**src/design/rja_pkg.sv**
```systemverilog
// Shared types, moduli and base matrices for the jump-ahead engine.
`timescale 1ns / 1ps
package rja_pkg;

    typedef logic [31:0] t_word;

    typedef struct packed {
        logic [31:0] first_word_a;
        logic [31:0] first_word_b;
        logic [31:0] first_word_c;
        logic [31:0] second_word_a;
        logic [31:0] second_word_b;
        logic [31:0] second_word_c;
        logic        last_stream;
    } t_in_req;

    typedef struct packed {
        logic [31:0] new_first_a;
        logic [31:0] new_first_b;
        logic [31:0] new_first_c;
        logic [31:0] new_second_a;
        logic [31:0] new_second_b;
        logic [31:0] new_second_c;
        logic        batch_end;
    } t_out_req;

    typedef struct packed {
        logic start;
        logic sel;
    } t_mac_ctl;

    localparam t_word       MOD_ONE  = 32'd4294967087;
    localparam t_word       MOD_TWO  = 32'd4294944443;
    localparam logic [14:0] DIFF_ONE = 15'd209;
    localparam logic [14:0] DIFF_TWO = 15'd22853;

    localparam logic       REG_JUMP_LOG2  = 1'b0;
    localparam logic       REG_JUMP_COUNT = 1'b1;

    function automatic t_word base_entry(input logic comp, input logic inv,
                                         input logic [3:0] idx);
        t_word v;
        v = '0;
        unique case ({comp, inv})
            2'b00: begin
                if (idx == 4'd1 || idx == 4'd5) v = 32'd1;
                if (idx == 4'd6) v = 32'd4294156359;
                if (idx == 4'd7) v = 32'd1403580;
            end
            2'b10: begin
                if (idx == 4'd1 || idx == 4'd5) v = 32'd1;
                if (idx == 4'd6) v = 32'd4293573854;
                if (idx == 4'd8) v = 32'd527612;
            end
            2'b01: begin
                if (idx == 4'd0) v = 32'd184888585;
                if (idx == 4'd2) v = 32'd1945170933;
                if (idx == 4'd3 || idx == 4'd7) v = 32'd1;
            end
            2'b11: begin
                if (idx == 4'd1) v = 32'd360363334;
                if (idx == 4'd2) v = 32'd4225571728;
                if (idx == 4'd3 || idx == 4'd7) v = 32'd1;
            end
        endcase
        return v;
    endfunction

endpackage

```
**src/design/rja_modmac.sv**
```systemverilog
// Shared modular multiply-accumulate unit: (acc + a*b) mod m.
`timescale 1ns / 1ps
module rja_modmac (
    input  logic             i_clk,
    input  logic             i_rst_n,
    input  rja_pkg::t_mac_ctl i_ctl,
    input  rja_pkg::t_word   i_a,
    input  rja_pkg::t_word   i_b,
    input  rja_pkg::t_word   i_acc,
    output logic             o_done,
    output rja_pkg::t_word   o_res
);
    logic [63:0]    r_p;
    logic [47:0]    r_t;
    rja_pkg::t_word r_r;
    rja_pkg::t_word r_acc;
    logic           r_sel;
    logic           r_v1, r_v2, r_v3, r_done;

    logic [14:0]    w_d;
    logic [32:0]    w_m;
    logic [47:0]    w_t;
    logic [32:0]    w_u;
    logic [32:0]    w_s;

    assign w_d = r_sel ? rja_pkg::DIFF_TWO : rja_pkg::DIFF_ONE;
    assign w_m = {1'b0, (r_sel ? rja_pkg::MOD_TWO : rja_pkg::MOD_ONE)};
    assign w_t = 48'(r_p[63:32]) * 48'(w_d) + 48'(r_p[31:0]);
    assign w_u = 33'(r_t[47:32]) * 33'(w_d) + 33'(r_t[31:0]);
    assign w_s = 33'(r_acc) + 33'(r_r);

    always_ff @(posedge i_clk) begin
        if (!i_rst_n) begin
            r_v1   <= 1'b0;
            r_v2   <= 1'b0;
            r_v3   <= 1'b0;
            r_done <= 1'b0;
        end else begin
            r_v1   <= i_ctl.start;
            r_v2   <= r_v1;
            r_v3   <= r_v2;
            r_done <= r_v3;
        end
        if (i_ctl.start) begin
            r_p   <= 64'(i_a) * 64'(i_b);
            r_acc <= i_acc;
            r_sel <= i_ctl.sel;
        end
        r_t <= w_t;
        r_r <= (w_u >= w_m) ? 32'(w_u - w_m) : w_u[31:0];
        o_res <= (w_s >= w_m) ? 32'(w_s - w_m) : w_s[31:0];
    end

    assign o_done = r_done;
endmodule

```
**config.mk**
```make
export PLATFORM = sky130hd
export DESIGN_NAME = rja_modmac
export DESIGN_NICKNAME = d
export VERILOG_FILES = /design/src/design/rja_pkg.sv /design/src/design/rja_modmac.sv
export SDC_FILE = /design/constraint.sdc
export NUM_CORES = 2
export LEC_CHECK = 0
export ABC_CLOCK_PERIOD_IN_PS = 10000
export BUFFER_PORTS_ARGS = -buffer_cell sky130_fd_sc_hd__clkbuf_2
export CAP_MARGIN = 25
export CELL_PAD_IN_SITES_DETAIL_PLACEMENT = 0
export CELL_PAD_IN_SITES_GLOBAL_PLACEMENT = 2
export CORE_ASPECT_RATIO = 1.4
export CORE_UTILIZATION = 43
export DETAILED_ROUTE_END_ITERATION = 6
export GPL_ROUTABILITY_DRIVEN = 1
export PLACE_DENSITY = 0.95
export SLEW_MARGIN = 25
export SYNTH_ARGS = -nofsm -noshare
export SYNTH_HDL_FRONTEND = slang
export SYNTH_SLANG_ARGS = --single-unit
```
**constraint.sdc**
```tcl
create_clock -name i_clk -period 10 [get_ports i_clk]
set_input_delay 0.5 -clock i_clk [delete_from_list [all_inputs] [get_ports i_clk]]
set_output_delay 0.5 -clock i_clk [all_outputs]
set_load 0.005 [all_outputs]
```
==> flow_summary_export.csv <==
group,metric,value,unit
sta,finalSetupTns,0,ns
setup_path,end_kind,"flop",
sta,rsz0062_at_grt,"false",
final_layout,syn_to_final_growth,5.424,%
cts,clock_tree.root_cell,"clkbuf_16",
placed_design,dp_hpwl,135600,µm
route,ant_nets,0,
hold_path,worst_hold_path_type,"in2reg",
yosys,synth_warnings,0,
global_routing,antenna_found_initial,2,
sta,tightest_slew,1.186,ns
placed_design,gp_congestion,0.9415,
yosys,synthSimpleGateAreaFrac,13.70,%
setup_path,slowest_delay,0.82,ns
job,maxCapViolCount,0,
setup_path,cp-start-kind,"input port",
yosys,synth_cells,6346,
final_layout,fillers,13100,
route,firstDrtPassIters,6,
yosys,synth_compound_area_share,6.638,%
yosys,synth_seq_cells,213,
sta,max_freq,0.1128,GHz
sta,finalCritPeriodShare,88.68,%
cts,cts_buffers,25,
sta,period_needed,8.868,ns
setup_path,cp_data_required_time,10.33,ns
route,viasPerCell,5.195,
route,drc,0,
yosys,synthFlopType,"dfxtp_1",
route,drt-met1-wl,59150,µm
cts,tritoncts,"done",
yosys,syn-cell-area,58850,µm²
global_routing,grt_pass1_wl,255900,µm
setup_path,cp.arrival,9.20,ns
global_routing,grt_max_degree,96,
sta,skew,0.01628,ns
die,die_w,314.7,µm
cts,cts_max_level,1,
setup_path,crit_slowest_cell,"o311ai_0",
route,routed_wl,162800,µm
die,ioPinCount,133,
cts,cts_sinks,213,
sta,setup_viol,0,
yosys,seq_area_frac_synth,8.896,%
yosys,synthAdderAreaFrac,55.94,%
cts,cts_setup_buffers,0,
setup_path,path_class,"in2reg",
final_layout,drive_gt1_share,4.709,%
die,die-height,439.7,µm
cts,path_clk_slew,0.07,ns
sta,relSlewSlack,20.66,%
yosys,synth_area_per_cell,9.273,µm²
yosys,yosys.area.top_type_share,40.65,%
route,first_iter_violations,1750,
route,vias,42120,
die,die_area,138400,µm²
yosys,netlist_top_cells_area,"fa_1 (41%), ha_1 (15%), inv_1 (9.5%), and2_1 (5.4%), edfxtp_1 (4.9%)",
setup_path,crit_top_cell,"fa_1",
setup_path,r2r-end,"r_r[18]$_DFF_P_",
hold_path,min_from,"i_acc[18]",
yosys,synth_top_area_cell,"fa_1",
sta,hold_viol_final,0,
placed_design,port_buffers,132,
setup_path,reg2reg_depth,25,
yosys,synthXorXnorAreaFrac,3.259,%
route,met2WireLength,86330,µm
final_layout,final_cell_mix,"inv_1 (1497), fa_1 (1195), ha_1 (719)",
die,core_region_area,135700,µm²
route,top_layer,"met4",
die,start_util,43.36,%
final_layout,final_common_cell,"inv_1",
yosys,synth_top_family_by_area,"adder cells",
final_layout,nets,8302,
cts,cts_resized,0,
yosys,synth_edf_count,97,
yosys,ys_async_sr_fraction,0,%
cts,insertion_delay,0.59,ns
setup_path,regToRegSetupSlack,1.24,ns
yosys,synth_cell_types,83,
route,wl_met3,6615,µm
route,wl_per_cell,20.08,µm
global_routing,overflow,0,
hold_path,min_path_cells,1,
global_routing,gr-usage-all-layers,24.02,%
hold_path,hold_end,"r_acc[18]$_DFFE_PP_",
setup_path,critPathMaxFanout,25,
global_routing,grt_pass1_vias,46610,
cts,ctsHoldBuffers,0,
sta,drv_slew,0,
cts,clockBufferDepth,3,
yosys,synth_mux_area_share,0.1318,%
setup_path,rr_startpoint,"r_sel$_DFFE_PP_",
status,status,"completed",
die,std_cell_rows,160,
layer usage:
layer  global-route usage [%]  vias to the layer above
li1                         -                    19110
met2                    45.54                     1153
met1                    25.91                    21470
met4                    13.56                        0
met5                        0                        -
met3                    2.023                      389
metrics by stage:
stage	hold slack (ns)	std cells	worst slack (ns)	cell area [µm²]	utilization, %
2_1_floorplan	0.4118	6350	2.137	58860	-
3_3_place_gp	0.4194	8043	0.6831	61160	45.06
3_5_place_dp	0.4263	8043	0.5434	61160	45.06
4_1_cts	0.03460	8089	1.190	61990	45.67
5_1_grt	0.05344	8107	0.7998	62040	45.71
6_report	0.07828	8108	1.133	62040	45.71
final cells by class:
type	count	area [µm²]	area share (%)
Multi-Input combinational cell	4355	46910	75.61
Inverter	1497	5619	9.057
Sequential cell	213	5235	8.438
Tap cell	1782	2230	3.594
Timing Repair Buffer	196	1169	1.884
Clock buffer	31	679.4	1.095
Clock inverter	15	153.9	0.2481
Antenna cell	19	47.55	0.07664
cell usage after synthesis, types with 37 or more instances:
cell and n:
inv_1 1497, nor2_1 123, dfxtp_1 116, xor2_1 57
nand4_1 40, o21bai_1 37, xnor2_1 162, a21o_1 101
nand3_1 37, ha_1 719, o21ai_0 86, nand2_1 698
edfxtp_1 97, nor2b_1 59, clkbuf_1 275, fa_1 1195
a21oi_1 182, and2_1 505
flip-flops by register name, summed over array words and instances, names as in the netlist:
register and cells:
r_p 64, o_done 1, o_res 32, r_r 32, r_acc 32, r_sel 1
r_v2 1, r_v1 1, r_t 48, r_v3 1
cells by family after synthesis:
| kind of cell | after synthesis |
|---|---|
| adder cells (fa/ha/maj) | 1914 |
| flip-flops | 213 |
| AND/OR/NAND/NOR | 1618 |
| AO/OA/AOI/OAI | 591 |
| multiplexers | 7 |
| XOR/XNOR | 219 |
| buffers and inverters | 1782 |
| other | 2 |
critical path, delay by kind of cell:
kind | cells | cell delay (ns)
fa+ha+maj | 9 | 4.25
compound gates | 8 | 2.23
buf+inv | 8 | 1.53
simple gates | 4 | 0.52
xor+xnor | 1 | 0.12
how the worst max path moves through the flow:
stage          slack, ns                 to  cells after the start    start
2_1_floorplan       2.14  r_p[63]$_DFFE_PP_                     28  i_a[17]
3_3_place_gp        0.68  r_p[63]$_DFFE_PP_                     31   i_a[9]
3_5_place_dp        0.54  r_p[63]$_DFFE_PP_                     30  i_a[11]
4_1_cts             1.19  r_p[63]$_DFFE_PP_                     30  i_a[11]
5_1_grt             0.80  r_p[63]$_DFFE_PP_                     30  i_a[11]
6_report            1.13  r_p[63]$_DFFE_PP_                     30  i_a[11]
Power is not shown: default switching activity piles up to over one toggle a cycle in this logic, so the estimate is an artifact.
